==> src/rtl/sip_pkg.sv <==
`timescale 1ns / 1ps
// Shared definitions for the segment intersection parameter pipeline.
// No dependencies; imported by every module of the block.
package sip_pkg;

  // Default geometry: coordinate width and fraction bits of alpha/beta.
  localparam int COORD_BITS_DEF = 16;
  localparam int FRAC_BITS_DEF  = 16;

  // Width of the minimum denominator register.
  localparam int MIN_DEN_BITS = 30;

  // Minimum denominator value after reset.
  localparam logic [MIN_DEN_BITS-1:0] MIN_DEN_RESET = MIN_DEN_BITS'(1);

  // Control that travels with each transaction down the pipeline.
  typedef struct packed {
    logic valid;
    logic hit;
  } sip_ctl_t;

endpackage

==> src/rtl/sip_out.sv <==
`timescale 1ns / 1ps
// Output register with a one-entry skid buffer; zeroes the fractions on a miss.
// Drives the pipeline advance enable. Depends on sip_pkg.
module sip_out #(
  parameter int FRAC_BITS = sip_pkg::FRAC_BITS_DEF
) (
  input  logic               clk,
  input  logic               rst_n,
  input  sip_pkg::sip_ctl_t  in_ctl,
  input  logic [FRAC_BITS:0] quo_a,
  input  logic [FRAC_BITS:0] quo_b,
  output logic               pipe_en,
  output logic               out_valid,
  input  logic               out_stall,
  output logic               out_hit,
  output logic [FRAC_BITS:0] out_alpha,
  output logic [FRAC_BITS:0] out_beta
);
  import sip_pkg::*;

  logic               out_valid_r, skid_full_r;
  logic               out_hit_r, skid_hit_r;
  logic [FRAC_BITS:0] out_alpha_r, out_beta_r, skid_alpha_r, skid_beta_r;
  logic [FRAC_BITS:0] alpha_m, beta_m;
  logic               take, push, to_out, to_skid;

  always_comb begin
    alpha_m = in_ctl.hit ? quo_a : '0;
    beta_m  = in_ctl.hit ? quo_b : '0;
    take    = out_valid_r && !out_stall;
    push    = in_ctl.valid && !skid_full_r;
    to_out  = push && (!out_valid_r || take);
    to_skid = push && out_valid_r && !take;
  end

  always_ff @(posedge clk) begin
    if (!rst_n) begin
      out_valid_r <= 1'b0;
      skid_full_r <= 1'b0;
    end else begin
      if (skid_full_r) begin
        // Drain the skid entry into the output register once taken.
        if (take) begin
          skid_full_r <= 1'b0;
        end
      end else if (to_out) begin
        out_valid_r <= 1'b1;
      end else if (to_skid) begin
        skid_full_r <= 1'b1;
      end else if (take) begin
        out_valid_r <= 1'b0;
      end
    end
  end

  always_ff @(posedge clk) begin
    if (skid_full_r) begin
      if (take) begin
        out_hit_r   <= skid_hit_r;
        out_alpha_r <= skid_alpha_r;
        out_beta_r  <= skid_beta_r;
      end
    end else if (to_out) begin
      out_hit_r   <= in_ctl.hit;
      out_alpha_r <= alpha_m;
      out_beta_r  <= beta_m;
    end
    if (to_skid) begin
      skid_hit_r   <= in_ctl.hit;
      skid_alpha_r <= alpha_m;
      skid_beta_r  <= beta_m;
    end
  end

  assign pipe_en   = !skid_full_r;
  assign out_valid = out_valid_r;
  assign out_hit   = out_hit_r;
  assign out_alpha = out_alpha_r;
  assign out_beta  = out_beta_r;

endmodule
==> config.mk <==
export PLATFORM = sky130hd
export DESIGN_NAME = sip_out
export DESIGN_NICKNAME = d
export VERILOG_FILES = /design/src/rtl/sip_pkg.sv /design/src/rtl/sip_out.sv
export SDC_FILE = /design/constraint.sdc
export NUM_CORES = 1
export LEC_CHECK = 0
export ABC_AREA = 1
export BUFFER_PORTS_ARGS = -buffer_cell sky130_fd_sc_hd__buf_2
export CAP_MARGIN = 20
export CELL_PAD_IN_SITES_DETAIL_PLACEMENT = 1
export CELL_PAD_IN_SITES_GLOBAL_PLACEMENT = 1
export CORE_ASPECT_RATIO = 0.5
export CORE_MARGIN = 2
export CORE_UTILIZATION = 44
export DETAILED_ROUTE_END_ITERATION = 16
export HOLD_SLACK_MARGIN = 0.02
export PLACE_DENSITY = 0.89
export SYNTH_ARGS = -nofsm -noshare
export SYNTH_HDL_FRONTEND = slang
export SYNTH_SLANG_ARGS = --single-unit
==> constraint.sdc <==
create_clock -name clk -period 5.4 [get_ports clk]
set_clock_uncertainty 0.1 [all_clocks]
set_input_delay 0.54 -clock clk [delete_from_list [all_inputs] [get_ports clk]]
set_output_delay 0.54 -clock clk [all_outputs]
set_load 0.1 [all_outputs]
==> metrics.md <==
| Metric | Value |
|---|---|
| Std-Cell Rows | `21` |
| Cts repair resizes | `0` |
| CTS tree | `built` |
| Hold crit path type | `input pin to flip-flop` |
| Worst-Margin Slew | `0.751 ns` |
| RSZ-0062 raised after global routing | `false` |
| Number of post-CTS setup repair buffers | `0` |
| Post-Synth Simple-Gate Area | `0.102` |
| Largest net degree at the start of global routing | `70` |
| Initial Util | `0.451` |
| Fraction of layout cells with a size suffix above 1 | `0.347` |
| Cell area after synthesis | `2980 µm²` |
| Post-detail-place hpwl | `4.38 mm` |
| Area Overhead vs Synth | `22.4%` |
| GP Congestion | `0.703` |
| Hold slack | `0.355 ns` |
| Filler instances | `733` |
| Final Hold Viols | `0` |
| Final min period | `1.85 ns` |
| Post-synthesis sequential area ratio | `0.718` |
| Pleak | `0.00167 µW` |
| Slew HR | `0.499` |
| Dpl cells | `398` |
| Critical path endpoint category | `primary output` |
| Horiz. Die Dim | `120 µm` |
| Max Freq | `540 MHz` |
| DR WL/cell | `17.1 µm` |
| Critical path peak fanout | `5` |
| Syn nets | `280` |
| CP required | `4.76 ns` |
| Syn Area/Cell | `12.4 µm²` |
| Compound-Gate Fraction of Synth Area | `0.0843` |
| Max Cap Viol | `0` |
| Cell variety after synth | `17` |
| Num CTS Buffers | `9` |
| Routed Antenna Nets | `0` |
| Total Routing Usage GR | `0.192` |
| Adder-cell area share of the yosys netlist | `0` |
| Synthesized flop and latch total | `72` |
| Core outline area | `6620 µm²` |
| Xor and xnor fraction of the mapped netlist area | `0` |
| Die outline height | `62.2 µm` |
| Clock sink total | `72` |
| Total grt overflow | `0` |
| Final nets | `357` |
| Ant diodes | `0` |
| Post-route core utilization | `0.552` |
| Reg2Reg Capture Point | `out_beta[12]` |
| Reg2Reg Depth | `4` |
| Post-synthesis mux area share | `0` |
| Routed vias | `1974` |
| Startpoint Class | `flip-flop` |
| Initial DRC Count | `129` |
| CTS root buf | `clkbuf_16` |
| Io pins | `76` |
| First-pass DRT Iterations | `4` |
| Yosys warnings | `0` |
| Die area | `7500 µm²` |
| Crit path from | `skid_full_r` |
| Fin. max-slew vios | `0` |
| Worst-skew pair later-pin latency | `0.33 ns` |
| Final Non-Filler Cells | `415` |
| Post-CTS Hold Fix Bufs | `0` |
| Finish-stage setup viols | `0` |
| Critical Path End | `pipe_en` |
| Synth Instances | `241` |
| Initial antenna violation count | `0` |
| Count of input and output buffers | `75` |
| Fin Setup TNS | `0 ns` |
| Clock transition at path regs | `0.05 ns` |
| Worst reg2reg path startpoint | `skid_full_r` |
| Clock Path Buffers | `2` |
| Drt drc | `0` |
| Status | `complete, no violations` |
| Main combinational cell family by area after synthesis | `simple AND/OR/NAND/NOR gates` |
| Power Density | `395 nW/µm²` |
| H-tree levels | `3` |
| Reg-to-reg slack, setup | `3.68 ns` |
| Routed wire length | `7.08 mm` |
| Vias in the first global route | `2108` |
| Peak supply drop | `161 µV` |
| Crit Path Class | `flip-flop to primary output` |
| Fin crit share | `0.343` |
| Hold_sp | `rst_n` |
| Critical Path AT | `1.21 ns` |
| Vias per inst | `4.76` |
| First-pass GRT wire length | `10.7 mm` |
[cells in the mapped netlist]
master / instances / share of area
buf_4: 4 / 0.010
buf_2: 2 / 0.0034
a21oi_1: 1 / 0.0017
o21ai_1: 12 / 0.020
nand2_2: 1 / 0.0021
o21ai_2: 18 / 0.053
inv_1: 41 / 0.052
o21ai_0: 4 / 0.0067
a21oi_2: 1 / 0.0029
nand3_1: 1 / 0.0017
buf_12: 2 / 0.013
edfxtp_1: 70 / 0.70
buf_6: 2 / 0.0075
dfxtp_1: 2 / 0.013
nand2_1: 77 / 0.097
buf_8: 2 / 0.010
nor2_1: 1 / 0.0013
[logic make-up after synthesis]
logic type | count (synthesis)
buf+inv | 53
flops | 72
simple gates | 80
compound gates | 36
[final cells by class]
cell class	count	area, µm²	share of cell area
clock inverter	6	26.3	0.00719
tap	92	115	0.0315
clock buffer	10	229	0.0627
timing repair buffer	78	418	0.114
sequential	72	2140	0.587
inverter	41	154	0.0421
multi-input combinational	116	567	0.155
[metal layers]
metal | up-vias | track usage | wire length (µm)
li1 | 945 | - | -
met1 | 943 | 0.214 | 2910
met2 | 67 | 0.321 | 3580
met3 | 19 | 0.0754 | 368
met4 | 0 | 0.100 | 225
met5 | - | 0 | 0
[flip-flops by register name (all words and copies together), names as in the netlist]
| signal | flops |
|---|---|
| out_valid | 1 |
| out_beta | 17 |
| out_alpha | 17 |
| out_hit | 1 |
| skid_full_r | 1 |
| skid_hit_r | 1 |
| skid_alpha_r | 17 |
| skid_beta_r | 17 |
[layout by cell type (no fill, tap or decap), drive strengths merged]
master / n
nand2: 78
buf: 78
edfxtp: 70
inv: 41
o21ai: 34
clkbuf: 10
clkinv: 6
a21oi: 2
dfxtp: 2
nor2: 1
nand3: 1
[report_power, final]
part | internal (µW) | switching (µW)
registers | 651 | 9.27
clock network | 303 | 208
logic | 42.5 | 228
total | 997 | 446
[stage by stage]
stage                     area [µm²]  power (µW)  setup slack (ns)
final                           3650        1440              3.55
after global routing            3650        1490              3.51
after CTS                       3620        1440              3.37
after detailed placement        3370         936              3.14
after global placement          3370         927              3.28
after floorplan                 2980         891              1.92
[worst min-delay path by stage]
stage	end	slack, ns	cells after the start
after floorplan	out_hit	0.39	2
after CTS	out_valid	0.35	3
after global placement	skid_full_r	0.37	2
after global routing	out_valid	0.35	3
after detailed placement	skid_full_r	0.40	2
final	out_valid	0.36	3
[worst max-delay path, stage by stage (launching register included)]
cell and delay (ns):
dfxtp_2 0.34, inv_1 0.10, buf_2 0.44
Power figures use the tool's default switching activity.
