==> config.mk <==
export PLATFORM = sky130hd
export DESIGN_NAME = sip_div
export DESIGN_NICKNAME = d
export VERILOG_FILES = /design/src/rtl/sip_pkg.sv /design/src/rtl/sip_div.sv
export SDC_FILE = /design/constraint.sdc
export NUM_CORES = 2
export LEC_CHECK = 0
export BUFFER_PORTS_ARGS = -buffer_cell sky130_fd_sc_hd__buf_2
export CORE_UTILIZATION = 65
export CTS_CLUSTER_SIZE = 25
export DETAILED_ROUTE_END_ITERATION = 8
export GPL_ROUTABILITY_DRIVEN = 0
export MAX_ROUTING_LAYER = met4
export PLACE_DENSITY_LB_ADDON = 0.05
export SYNTH_ARGS = -nofsm -noshare
export SYNTH_HDL_FRONTEND = slang
export SYNTH_SLANG_ARGS = --single-unit
==> constraint.sdc <==
create_clock -name clk -period 5.54 [get_ports clk]
set_input_delay 0.554 -clock clk [delete_from_list [all_inputs] [get_ports clk]]
set_output_delay 0.554 -clock clk [all_outputs]
set_load 0.02 [all_outputs]
==> src/rtl/sip_pkg.sv <==
`timescale 1ns / 1ps
// Shared definitions for the segment intersection parameter pipeline.
// No dependencies; imported by every module of the block.
package sip_pkg;

  // Default geometry: coordinate width and fraction bits of alpha/beta.
  localparam int COORD_BITS_DEF = 16;
  localparam int FRAC_BITS_DEF  = 16;

  // Width of the minimum denominator register.
  localparam int MIN_DEN_BITS = 30;

  // Minimum denominator value after reset.
  localparam logic [MIN_DEN_BITS-1:0] MIN_DEN_RESET = MIN_DEN_BITS'(1);

  // Control that travels with each transaction down the pipeline.
  typedef struct packed {
    logic valid;
    logic hit;
  } sip_ctl_t;

endpackage

==> src/rtl/sip_div.sv <==
`timescale 1ns / 1ps
// Pipelined restoring fraction divider, two numerators over one denominator.
// One quotient bit per stage. Depends on sip_pkg.
module sip_div #(
  parameter int WIDTH     = 2 * sip_pkg::COORD_BITS_DEF + 3,
  parameter int FRAC_BITS = sip_pkg::FRAC_BITS_DEF
) (
  input  logic                  clk,
  input  logic                  rst_n,
  input  logic                  en,
  input  sip_pkg::sip_ctl_t     in_ctl,
  input  logic [WIDTH-1:0]      den,
  input  logic [WIDTH-1:0]      num_a,
  input  logic [WIDTH-1:0]      num_b,
  output sip_pkg::sip_ctl_t     out_ctl,
  output logic [FRAC_BITS:0]    quo_a,
  output logic [FRAC_BITS:0]    quo_b
);
  import sip_pkg::*;

  localparam int NS = FRAC_BITS + 1;  // quotient bits, one stage each
  localparam int RW = WIDTH + 1;      // remainder may reach twice the divisor

  logic [RW-1:0]    ra_r [NS];
  logic [RW-1:0]    rb_r [NS];
  logic [WIDTH-1:0] d_r  [NS];
  logic [NS-1:0]    qa_r [NS];
  logic [NS-1:0]    qb_r [NS];
  sip_ctl_t         ctl_r [NS];

  for (genvar i = 0; i < NS; i++) begin : g_stage
    logic [RW-1:0]    ra_in, rb_in, ta, tb, ra_nxt, rb_nxt;
    logic [WIDTH-1:0] d_in;
    logic [NS-1:0]    qa_in, qb_in;
    sip_ctl_t         ctl_in;
    logic             bit_a, bit_b;

    if (i == 0) begin : g_first
      assign ra_in  = RW'(num_a);
      assign rb_in  = RW'(num_b);
      assign d_in   = den;
      assign qa_in  = '0;
      assign qb_in  = '0;
      assign ctl_in = in_ctl;
      assign ta     = ra_in;
      assign tb     = rb_in;
    end else begin : g_rest
      assign ra_in  = ra_r[i-1];
      assign rb_in  = rb_r[i-1];
      assign d_in   = d_r[i-1];
      assign qa_in  = qa_r[i-1];
      assign qb_in  = qb_r[i-1];
      assign ctl_in = ctl_r[i-1];
      assign ta     = ra_in << 1;
      assign tb     = rb_in << 1;
    end

    // Compare and subtract once per stage.
    always_comb begin
      bit_a  = ta >= RW'(d_in);
      bit_b  = tb >= RW'(d_in);
      ra_nxt = bit_a ? (ta - RW'(d_in)) : ta;
      rb_nxt = bit_b ? (tb - RW'(d_in)) : tb;
    end

    always_ff @(posedge clk) begin
      if (en) begin
        ra_r[i] <= ra_nxt;
        rb_r[i] <= rb_nxt;
        d_r[i]  <= d_in;
        qa_r[i] <= {qa_in[NS-2:0], bit_a};
        qb_r[i] <= {qb_in[NS-2:0], bit_b};
      end
    end

    always_ff @(posedge clk) begin
      if (!rst_n) begin
        ctl_r[i] <= '0;
      end else if (en) begin
        ctl_r[i] <= ctl_in;
      end
    end
  end

  assign out_ctl = ctl_r[NS-1];
  assign quo_a   = qa_r[NS-1];
  assign quo_b   = qb_r[NS-1];

endmodule

==> results.sh <==
export IMPL_num_fill_cells=14400
export IMPL_status="complete, no violations"
export IMPL_final_setup_tns_ps=0
export IMPL_p_per_area_nw_per_um2=638
export IMPL_yosys_warnings=0
export IMPL_crit_chain="inv_1 -> fa_1 -> a21o_1 -> a21oi_1 -> o21bai_1 -> a21oi_1 -> o221ai_2 -> a221oi_1 -> buf_4 -> o21ai_1 -> a41o_1 -> nand3_2 -> buf_12 -> o21ai_0"
export IMPL_rr_worst_depth=14
export IMPL_ys_flop_type="edfxtp_1"
export IMPL_grt_ovfl_total=0
export IMPL_fin_crit_sh=0.955
export IMPL_critPathLaunchType="register"
export IMPL_yosysTopAreaCellShare=0.457
export IMPL_synth_async_reset_ratio=0
export IMPL_h_tree_depth=4
export IMPL_rsz0062_at_grt="false"
export IMPL_rrSetupSlack_ps=250
export IMPL_mappedNetlistArea_sq_um=133000
export IMPL_final_cell_mix="edfxtp_1, a21oi_1, ha_1"
export IMPL_seq_area_frac_synth=0.457
export IMPL_postLayoutCellArea_sq_um=145000
export IMPL_cts_root_buf="clkbuf_16"
export IMPL_synth_edff_count=2020
export IMPL_hpwlAfterDp_mm=294
export IMPL_clk_pin_slew_ps=60
export IMPL_grt_pass1_wl_mm=568
export IMPL_clk_latency_ps=900
export IMPL_antenna_found_initial=13
export IMPL_fin_nets=14300
export IMPL_cts_setup_buffers=0
export IMPL_final_hold_violation_count=0
export IMPL_wl_per_cell_um=24.0
export IMPL_cp_startpoint="d_r[0][210]$_DFFE_PP_"
export IMPL_max_slew_margin_rel=0.113
export IMPL_ys_ff_latch=2020
export IMPL_p_leak_nw=60.4
export IMPL_initial_core_util=0.655
export IMPL_setup_viol=0
export IMPL_reg2reg_from="d_r[0][210]$_DFFE_PP_"
export IMPL_syn_num_nets=14100
export IMPL_first_iter_violations=11200
export IMPL_area_delta_synth_final_pct=9.13
export IMPL_maxSlewViolCount=0
export IMPL_grt_pass1_vias=98600
export IMPL_wirelength_mm=379
export IMPL_drive_gt1_frac=0.0795
export IMPL_whs_ps=55.3
export IMPL_drc=0
export IMPL_dpl_instance_area_sq_um=137000
export IMPL_synth_top_area_cell="edfxtp_1"
export IMPL_max_cap_violations=0
export IMPL_fmax_mhz=189
export IMPL_die_area_sq_um=206000
export IMPL_dr_pass1_iters=8
export IMPL_final_common_cell="edfxtp_1"
export IMPL_grt_start_max_net_pins=189
export IMPL_crit_top_cell="a21oi_1"
export IMPL_cts_sinks=2020
export IMPL_io_pins=146
export IMPL_grt_use_total=0.369
export IMPL_clock_skew_ps=40.9
export IMPL_port_buffer_count=145
export IMPL_worstSetupEndpoint="ra_r[0][254]$_DFFE_PP_"
export IMPL_pre_cts_ws_ps=525
export IMPL_ctsResizeCount=0
export IMPL_crit_fanout=46
export IMPL_arrival_ps=5710
export IMPL_period_minus_slack_ps=5290
export IMPL_rows=165
export IMPL_cp_end_kind="register"
export IMPL_worst_slew_pin_slew_ps=1310
export IMPL_yosysUniqueCellTypes=98
export IMPL_finalPower_w=0.0924
export IMPL_die_y_um=454
export IMPL_critPathKind="reg -> reg"
export IMPL_cts_tree="built"
export IMPL_viasPerCell=6.52
export IMPL_crit_slowest_cell="edfxtp_1"
export IMPL_synth_area_per_cell_sq_um=10.4
export IMPL_clk_path_buf_depth=3
export IMPL_irDropWorstVdd_mv=0.460
export IMPL_fin_ws_ps=249
export IMPL_cpPeakStageDelay_ps=640
export IMPL_cts_buffers_inserted=212
export IMPL_synthesis_instances=12700
export IMPL_drtAntennaViolNets=0
export IMPL_vias=103000
export IMPL_hold_path_class="in -> reg"
export IMPL_netlist_top_cells_area="edfxtp_1, ha_1, a21oi_1"
export IMPL_required_ps=5960
export IMPL_crit_reg2reg_capture="ra_r[0][254]$_DFFE_PP_"
export IMPL_die_w_um=454
export IMPL_coreArea_sq_um=203000
export IMPL_whs_path_depth=3
flip-flops by register name, indices dropped and copies added, names as in the netlist:
signal	count
d_r	560
rb_r	560
qb_r	153
qa_r	153
ctl_r	34
ra_r	560
what timing repair did:
action	CTS	global route
hold buffers	97	0
endpoints found under the setup margin	0	0
endpoints found under the hold margin	97	0
how the worst min path moves through the flow:
stage	from	endpoint	slack (ps)
floorplan	qa_r[0][85]$_DFFE_PP_	qa_r[0][103]$_DFFE_PP_	400
global placement	qb_r[0][207]$_DFFE_PP_	qb_r[0][225]$_DFFE_PP_	400
detailed placement	qa_r[0][142]$_DFFE_PP_	qa_r[0][160]$_DFFE_PP_	400
CTS	num_b[0]	rb_r[0][0]$_DFFE_PP_	0.3
global route	num_a[9]	ra_r[0][9]$_DFFE_PP_	50
finish	num_b[0]	rb_r[0][0]$_DFFE_PP_	60
metrics by stage:
stage | util | std cells
CTS | 0.715 | 15800
global placement | 0.675 | 15300
detailed placement | 0.675 | 15300
finish | 0.715 | 15800
global route | 0.715 | 15800
floorplan | - | 12700
cell type report:
cell class / count / area [sq um] / share of cell area
Sequential cell: 2020 / 60700 / 0.419
Multi-Input combinational cell: 9500 / 67500 / 0.466
Timing Repair Buffer: 352 / 2850 / 0.0197
Tap cell: 2672 / 3340 / 0.0231
Antenna cell: 13 / 32.5 / 0.000225
Clock buffer: 245 / 5490 / 0.0379
Inverter: 854 / 3210 / 0.0221
Clock inverter: 144 / 1670 / 0.0116
worst max-delay path, delay by kind of cell, from the launching register on:
kind / cells / cell delay, ps
compound gates: 9 / 2400
fa+ha+maj: 1 / 530
buf+inv: 3 / 880
flops: 1 / 640
simple gates: 1 / 370
cells by family after synthesis:
family	Yosys count	share of synthesized area
DFF	2020	0.457
xor gates and xnor gates	965	0.0637
muxes	411	0.0355
buffers and inverters	1210	0.0353
AOI/OAI and AO/OA	3932	0.186
and+or+nand+nor	2972	0.106
adders and majority gates	1220	0.117
synth_stat cells (all sizes together), types with 30 or more instances:
master,instances
or3,39
nor3,115
o31ai,65
a31oi,115
a211oi,84
xnor2,557
nand2,968
nand3,227
fa,32
clkbuf,278
o211ai,50
mux2,397
edfxtp,2020
o21a,144
a21oi,1234
nand4,195
and4,36
ha,1188
inv,854
o21bai,154
a31o,30
nand2b,132
a221oi,33
and2,61
o21ai,970
a21o,713
nor2,762
xor2,408
a21boi,33
nor2b,148
a211o,30
and3,161
buf,78
nor4,32
layer usage:
metal	global-route usage	part of all wire	vias to the layer above
li1	-	-	47800
met1	0.420	0.37	49000
met2	0.616	0.48	4990
met3	0.0482	0.072	1315
met4	0.235	0.074	0
met5	-	0	-
power breakdown:
group / switching (W) / leakage [nW] / internal (W) / total (W)
Combinational: 0.0288 / 37.2 / 0.0201 / 0.0489
Sequential: 0.00423 / 19.8 / 0.0245 / 0.0287
Clock: 0.00621 / 3.46 / 0.00853 / 0.0147
Total: 0.0392 / 60.4 / 0.0531 / 0.0924
Note: power is estimated with default switching activity, not from simulation.
