### src/rtl/sip_pkg.sv
`timescale 1ns / 1ps
// Shared definitions for the segment intersection parameter pipeline.
// No dependencies; imported by every module of the block.
package sip_pkg;

  // Default geometry: coordinate width and fraction bits of alpha/beta.
  localparam int COORD_BITS_DEF = 16;
  localparam int FRAC_BITS_DEF  = 16;

  // Width of the minimum denominator register.
  localparam int MIN_DEN_BITS = 30;

  // Minimum denominator value after reset.
  localparam logic [MIN_DEN_BITS-1:0] MIN_DEN_RESET = MIN_DEN_BITS'(1);

  // Control that travels with each transaction down the pipeline.
  typedef struct packed {
    logic valid;
    logic hit;
  } sip_ctl_t;

endpackage

### src/rtl/sip_qual.sv
`timescale 1ns / 1ps
// Sign normalization and hit qualification of the cross products.
// Depends on sip_pkg.
module sip_qual #(
  parameter int SUM_BITS = 2 * sip_pkg::COORD_BITS_DEF + 3
) (
  input  logic                              clk,
  input  logic                              rst_n,
  input  logic                              en,
  input  logic                              in_valid,
  input  logic signed [SUM_BITS-1:0]        den,
  input  logic signed [SUM_BITS-1:0]        num_a,
  input  logic signed [SUM_BITS-1:0]        num_b,
  input  logic [sip_pkg::MIN_DEN_BITS-1:0]  min_den,
  output sip_pkg::sip_ctl_t                 out_ctl,
  output logic [SUM_BITS-1:0]               out_den,
  output logic [SUM_BITS-1:0]               out_num_a,
  output logic [SUM_BITS-1:0]               out_num_b
);
  import sip_pkg::*;

  localparam int CW = (SUM_BITS > MIN_DEN_BITS) ? SUM_BITS : MIN_DEN_BITS;

  logic signed [SUM_BITS-1:0] den_abs_r, na_r, nb_r;
  logic signed [SUM_BITS-1:0] den_abs_nxt, na_nxt, nb_nxt;
  logic [SUM_BITS-1:0]        den_q_r, na_q_r, nb_q_r;
  logic                       v4_r;
  sip_ctl_t                   ctl_r, ctl_nxt;
  logic [MIN_DEN_BITS-1:0]    min_eff;

  // Stage 4: flip all three when the denominator is negative.
  always_comb begin
    if (den[SUM_BITS-1]) begin
      den_abs_nxt = -den;
      na_nxt      = -num_a;
      nb_nxt      = -num_b;
    end else begin
      den_abs_nxt = den;
      na_nxt      = num_a;
      nb_nxt      = num_b;
    end
  end

  // Stage 5: a zero minimum behaves as one, so parallel segments always miss.
  always_comb begin
    min_eff = (min_den == '0) ? MIN_DEN_BITS'(1) : min_den;
    ctl_nxt.valid = v4_r;
    ctl_nxt.hit   = (CW'($unsigned(den_abs_r)) >= CW'(min_eff)) &&
                    !na_r[SUM_BITS-1] && (na_r <= den_abs_r) &&
                    !nb_r[SUM_BITS-1] && (nb_r <= den_abs_r);
  end

  always_ff @(posedge clk) begin
    if (en) begin
      den_abs_r <= den_abs_nxt;
      na_r      <= na_nxt;
      nb_r      <= nb_nxt;
      den_q_r   <= $unsigned(den_abs_r);
      na_q_r    <= $unsigned(na_r);
      nb_q_r    <= $unsigned(nb_r);
    end
  end

  always_ff @(posedge clk) begin
    if (!rst_n) begin
      v4_r  <= 1'b0;
      ctl_r <= '0;
    end else if (en) begin
      v4_r  <= in_valid;
      ctl_r <= ctl_nxt;
    end
  end

  assign out_ctl   = ctl_r;
  assign out_den   = den_q_r;
  assign out_num_a = na_q_r;
  assign out_num_b = nb_q_r;

endmodule

### config.mk
export PLATFORM = sky130hd
export DESIGN_NAME = sip_qual
export DESIGN_NICKNAME = d
export VERILOG_FILES = /design/src/rtl/sip_pkg.sv /design/src/rtl/sip_qual.sv
export SDC_FILE = /design/constraint.sdc
export NUM_CORES = 1
export LEC_CHECK = 0
export ABC_AREA = 1
export BUFFER_PORTS_ARGS = -buffer_cell sky130_fd_sc_hd__buf_2
export CORE_ASPECT_RATIO = 1.2
export CORE_MARGIN = 10
export CORE_UTILIZATION = 30
export CTS_BUF_LIST = sky130_fd_sc_hd__clkbuf_4
export CTS_CLUSTER_DIAMETER = 60
export DETAILED_ROUTE_END_ITERATION = 12
export GPL_TIMING_DRIVEN = 0
export SYNTH_ARGS = -nofsm -noshare
export SYNTH_HDL_FRONTEND = slang
export SYNTH_SLANG_ARGS = --single-unit
### constraint.sdc
create_clock -name clk -period 4 [get_ports clk]
set_input_delay 0.8 -clock clk [delete_from_list [all_inputs] [get_ports clk]]
set_output_delay 0.8 -clock clk [all_outputs]
set_load 0.1 [all_outputs]
==> impl_metrics.toml <==
[placed_design]
routabilityCongestion = 0.922
place_area_um2 = 13900
pre_cts_ws_ps = 1050
port_buffers = 244
dpl.hpwl_um = 34100

[floorplan]
fp.dieH_um = 239
die_w_um = 202
core-area_um2 = 39500
rows = 80
io_pins = 246
die_area_um2 = 48200
start_util = 0.302

[yosys]
syn_nets = 1419
syn_area_um2 = 11900
synth_top_area_frac = 0.528
synthMuxAreaShare = 0
synthTopCellsByArea = "edfxtp_1 53%, ha_1 11%, nand2_1 6.8%, inv_1 5.5%, xor2_1 4.1%"
ys_ff_latch = 213
synth_top_family_by_area = "simple AND/OR/NAND/NOR gates"
synth_edf_count = 210
synth-compound-area-share = 0.0492
yosys.area_share.simple = 0.180
yosysSeqAreaShare = 0.533
synth_xor_area_frac = 0.0682
yosysWarnings = 0
synth_cells = 1177
synth_largest_area_cell = "edfxtp_1"
async_flop_share = 0
yosysUniqueCellTypes = 46
ys.flop_type = "edfxtp_1"
avgSynthCellArea_um2 = 10.1
synthAdderAreaFrac = 0.108

[cts]
clock-sinks = 213
cts_tree = "done"
numCtsBuffers = 55
ctsResizeCount = 0
cts.path.max_buffers = 3
clkTransAtPathRegs_ps = 70
postCtsSetupBuffers = 0
cts_hold_buf = 0
root_buffer = "clkbuf_4"
htree_num_levels = 2
insertion_delay_ps = 720

[global_route]
grt_max_degree = 125
overflow = 0
met1_usage = 0.180
antenna_found_initial = 12
top_usage_layer = "met2"
grt_pass1_vias = 9898
grt.met3_usage = 0.0419
grt.total_usage = 0.168
grtUsageMet2 = 0.304
grt_pass1_wl_um = 59900

[sta]
hold_ws_ps = 305
setup_tns_ps = 0
fin_crit_ps = 2380
fin_skew_ps = 31.9
hold_viol = 0
tightest_slew_ps = 1140
setup_viol = 0
min_period_over_period = 0.594
worst_slack_ps = 1620
slew_headroom = 0.242
max_freq_mhz = 421
rsz0062_at_grt = "no"
slew_viol_final = 0

[pwr]
combPwrFrac = 0.255
p_seq_frac = 0.455
max-vdd-ir-drop_v = 0.000169
power.density_nw_per_um2 = 434
p_int_mw = 4.02
clockPowerShare = 0.290
leakagePower_nw = 6.56
power.share.switching = 0.363
switchingPower_mw = 2.30

[final_layout]
drive_gt1_frac = 0.249
nNetsFinal = 1721
utilization = 0.368
syn2layout_area_growth_pct = 21.9
area.sequential_um2 = 6370
final_area_um2 = 14600
fillCellCount = 3987
multiInputGateArea_um2 = 4850

[worst_hold_path]
hold_class = "in -> reg"
hold-path-cell-count = 1
hold_start = "num_b[0]"
min_to = "nb_r[0]$_DFFE_PP_"

[setup_path]
rrSetupSlack_ps = 1620
setup.worst_path.start_class = "register"
timing.rr.start = "den_abs_r[18]$_DFFE_PP_"
crit_path_max_incr_delay_ps = 480
critPathKind = "reg -> reg"
rr_endpoint = "out_ctl[0]$_SDFFE_PN0P_"
cp-end-kind = "register"
path_cells = "inv_1 > ha_1 > nand2_1 > nor2_1 > inv_1 > a21oi_1 > nor2_1 > nand2_1 > nand2_1 > nand3_1 > nand2_1 > nand3_1 > nand3_1 > a21oi_1"
slowest_stage = "edfxtp_1"
arrival_ps = 3000
cp.required_ps = 4620
reg2regPathDepth = 14
cpMostUsedCell = "nand2_1"
crit_fanout = 3

[detailed_routing]
first_pass_iters = 5
ant_nets = 0
drcViolationCount = 0
drtIter0Drc = 573
vias_per_cell = 4.64
avgRoutedWirePerCell_um = 20.3
vias = 9546
postRouteWirelength_um = 41800

[job]
max_cap_viol_count = 0

[run_status]
status = "finished clean"
## power by group through the flow
stage	logic [mW]	registers, mW	clock network (mW)
global route	1.74	2.89	2.00
global placement	1.58	2.94	0
CTS	1.62	2.88	1.90
floorplan	0.539	3.46	0
finish	1.61	2.87	1.84
detailed placement	1.61	2.92	0
## area by class of cell
cell class	instances	area share
Tap cell	533	0.0458
Antenna cell	8	0.00138
Clock inverter	21	0.00774
Timing Repair Buffer	245	0.0865
Buffer	12	0.00395
Clock buffer	74	0.0382
Multi-Input combinational cell	773	0.333
Sequential cell	213	0.437
Inverter	179	0.0462
## metal layers
metal	up-vias	share of wire
met5	-	0.0012
met2	309	0.52
met4	10	0.038
met1	4530	0.38
li1	4607	-
met3	90	0.060
## synth_stat cells (4+ instances only)
| library cell | count |
|---|---|
| xnor2_1 | 37 |
| a21oi_1 | 53 |
| a31oi_1 | 6 |
| ha_1 | 103 |
| nand4_1 | 16 |
| buf_2 | 4 |
| o21ai_0 | 24 |
| nor3_1 | 22 |
| o21ai_2 | 4 |
| nor2_2 | 8 |
| nand3_1 | 47 |
| nand3_2 | 6 |
| a21o_1 | 6 |
| xor2_1 | 56 |
| nor2_1 | 128 |
| nor4_1 | 10 |
| edfxtp_1 | 210 |
| inv_1 | 174 |
| nand2_1 | 215 |
| nor3_2 | 5 |
| inv_2 | 5 |
## how the worst max path moves through the flow
stage,startpoint,to,slack [ps]
6_report,den_abs_r[18]$_DFFE_PP_,out_ctl[0]$_SDFFE_PN0P_,1620
5_1_grt,den_abs_r[18]$_DFFE_PP_,out_ctl[0]$_SDFFE_PN0P_,1420
4_1_cts,out_den[22]$_DFFE_PP_,out_den[22],1550
3_5_place_dp,den[1],den_abs_r[32]$_DFFE_PP_,1050
3_3_place_gp,en,out_ctl[0]$_SDFFE_PN0P_,-1810
2_1_floorplan,den[1],den_abs_r[32]$_DFFE_PP_,1660
## worst max-delay path, delay by kind of cell, from the launching register on
| kind | cells | cell delay [ps] |
|---|---|---|
| fa+ha+maj | 1 | 310 |
| flops | 1 | 480 |
| simple gates | 9 | 1010 |
| compound gates | 2 | 300 |
| buf+inv | 2 | 190 |
## per-stage QoR
step | power (mW) | std cells
2_1_floorplan | 4.00 | 1177
3_3_place_gp | 4.52 | 1954
3_5_place_dp | 4.54 | 1955
4_1_cts | 6.40 | 2050
5_1_grt | 6.64 | 2055
6_report | 6.32 | 2058
## placed cells by master (no fill, tap or decap), types with 2 or more instances in the layout
| cell type | count |
|---|---|
| nand3_2 | 6 |
| a21o_1 | 6 |
| nor4_1 | 10 |
| clkbuf_4 | 74 |
| dfxtp_1 | 3 |
| nor3_1 | 22 |
| buf_1 | 3 |
| inv_1 | 174 |
| xor2_1 | 56 |
| nor3_2 | 5 |
| clkinv_1 | 13 |
| a21oi_1 | 53 |
| a31oi_1 | 6 |
| o21ai_2 | 4 |
| nand3_1 | 47 |
| clkbuf_1 | 3 |
| xnor2_1 | 37 |
| nor2_2 | 8 |
| inv_2 | 6 |
| nor2_4 | 2 |
| nand2_1 | 215 |
| nand4_1 | 16 |
| edfxtp_1 | 210 |
| nand2_2 | 3 |
| nor2_1 | 128 |
| o21ai_4 | 2 |
| nand3b_1 | 2 |
| diode_2 | 8 |
| clkinv_2 | 6 |
| nand4_2 | 2 |
| ha_1 | 103 |
| buf_4 | 2 |
| buf_2 | 247 |
| o21ai_0 | 24 |
## logic make-up (layout without fill, tap and decap cells)
family / Yosys count / count (layout)
AND/OR/NAND/NOR: 475 / 475
flip-flops: 213 / 213
buffers and inverters: 191 / 531
adder cells (fa/ha/maj): 103 / 103
AO/OA/AOI/OAI: 102 / 102
XOR/XNOR: 93 / 93
other: 0 / 8
## registers in the layout, indices dropped and copies added (netlist names)
register	cells
v4_r	1
out_ctl	2
out_num_b	35
out_num_a	35
na_r	35
out_den	35
nb_r	35
den_abs_r	35
Power figures use the tool's default switching activity.
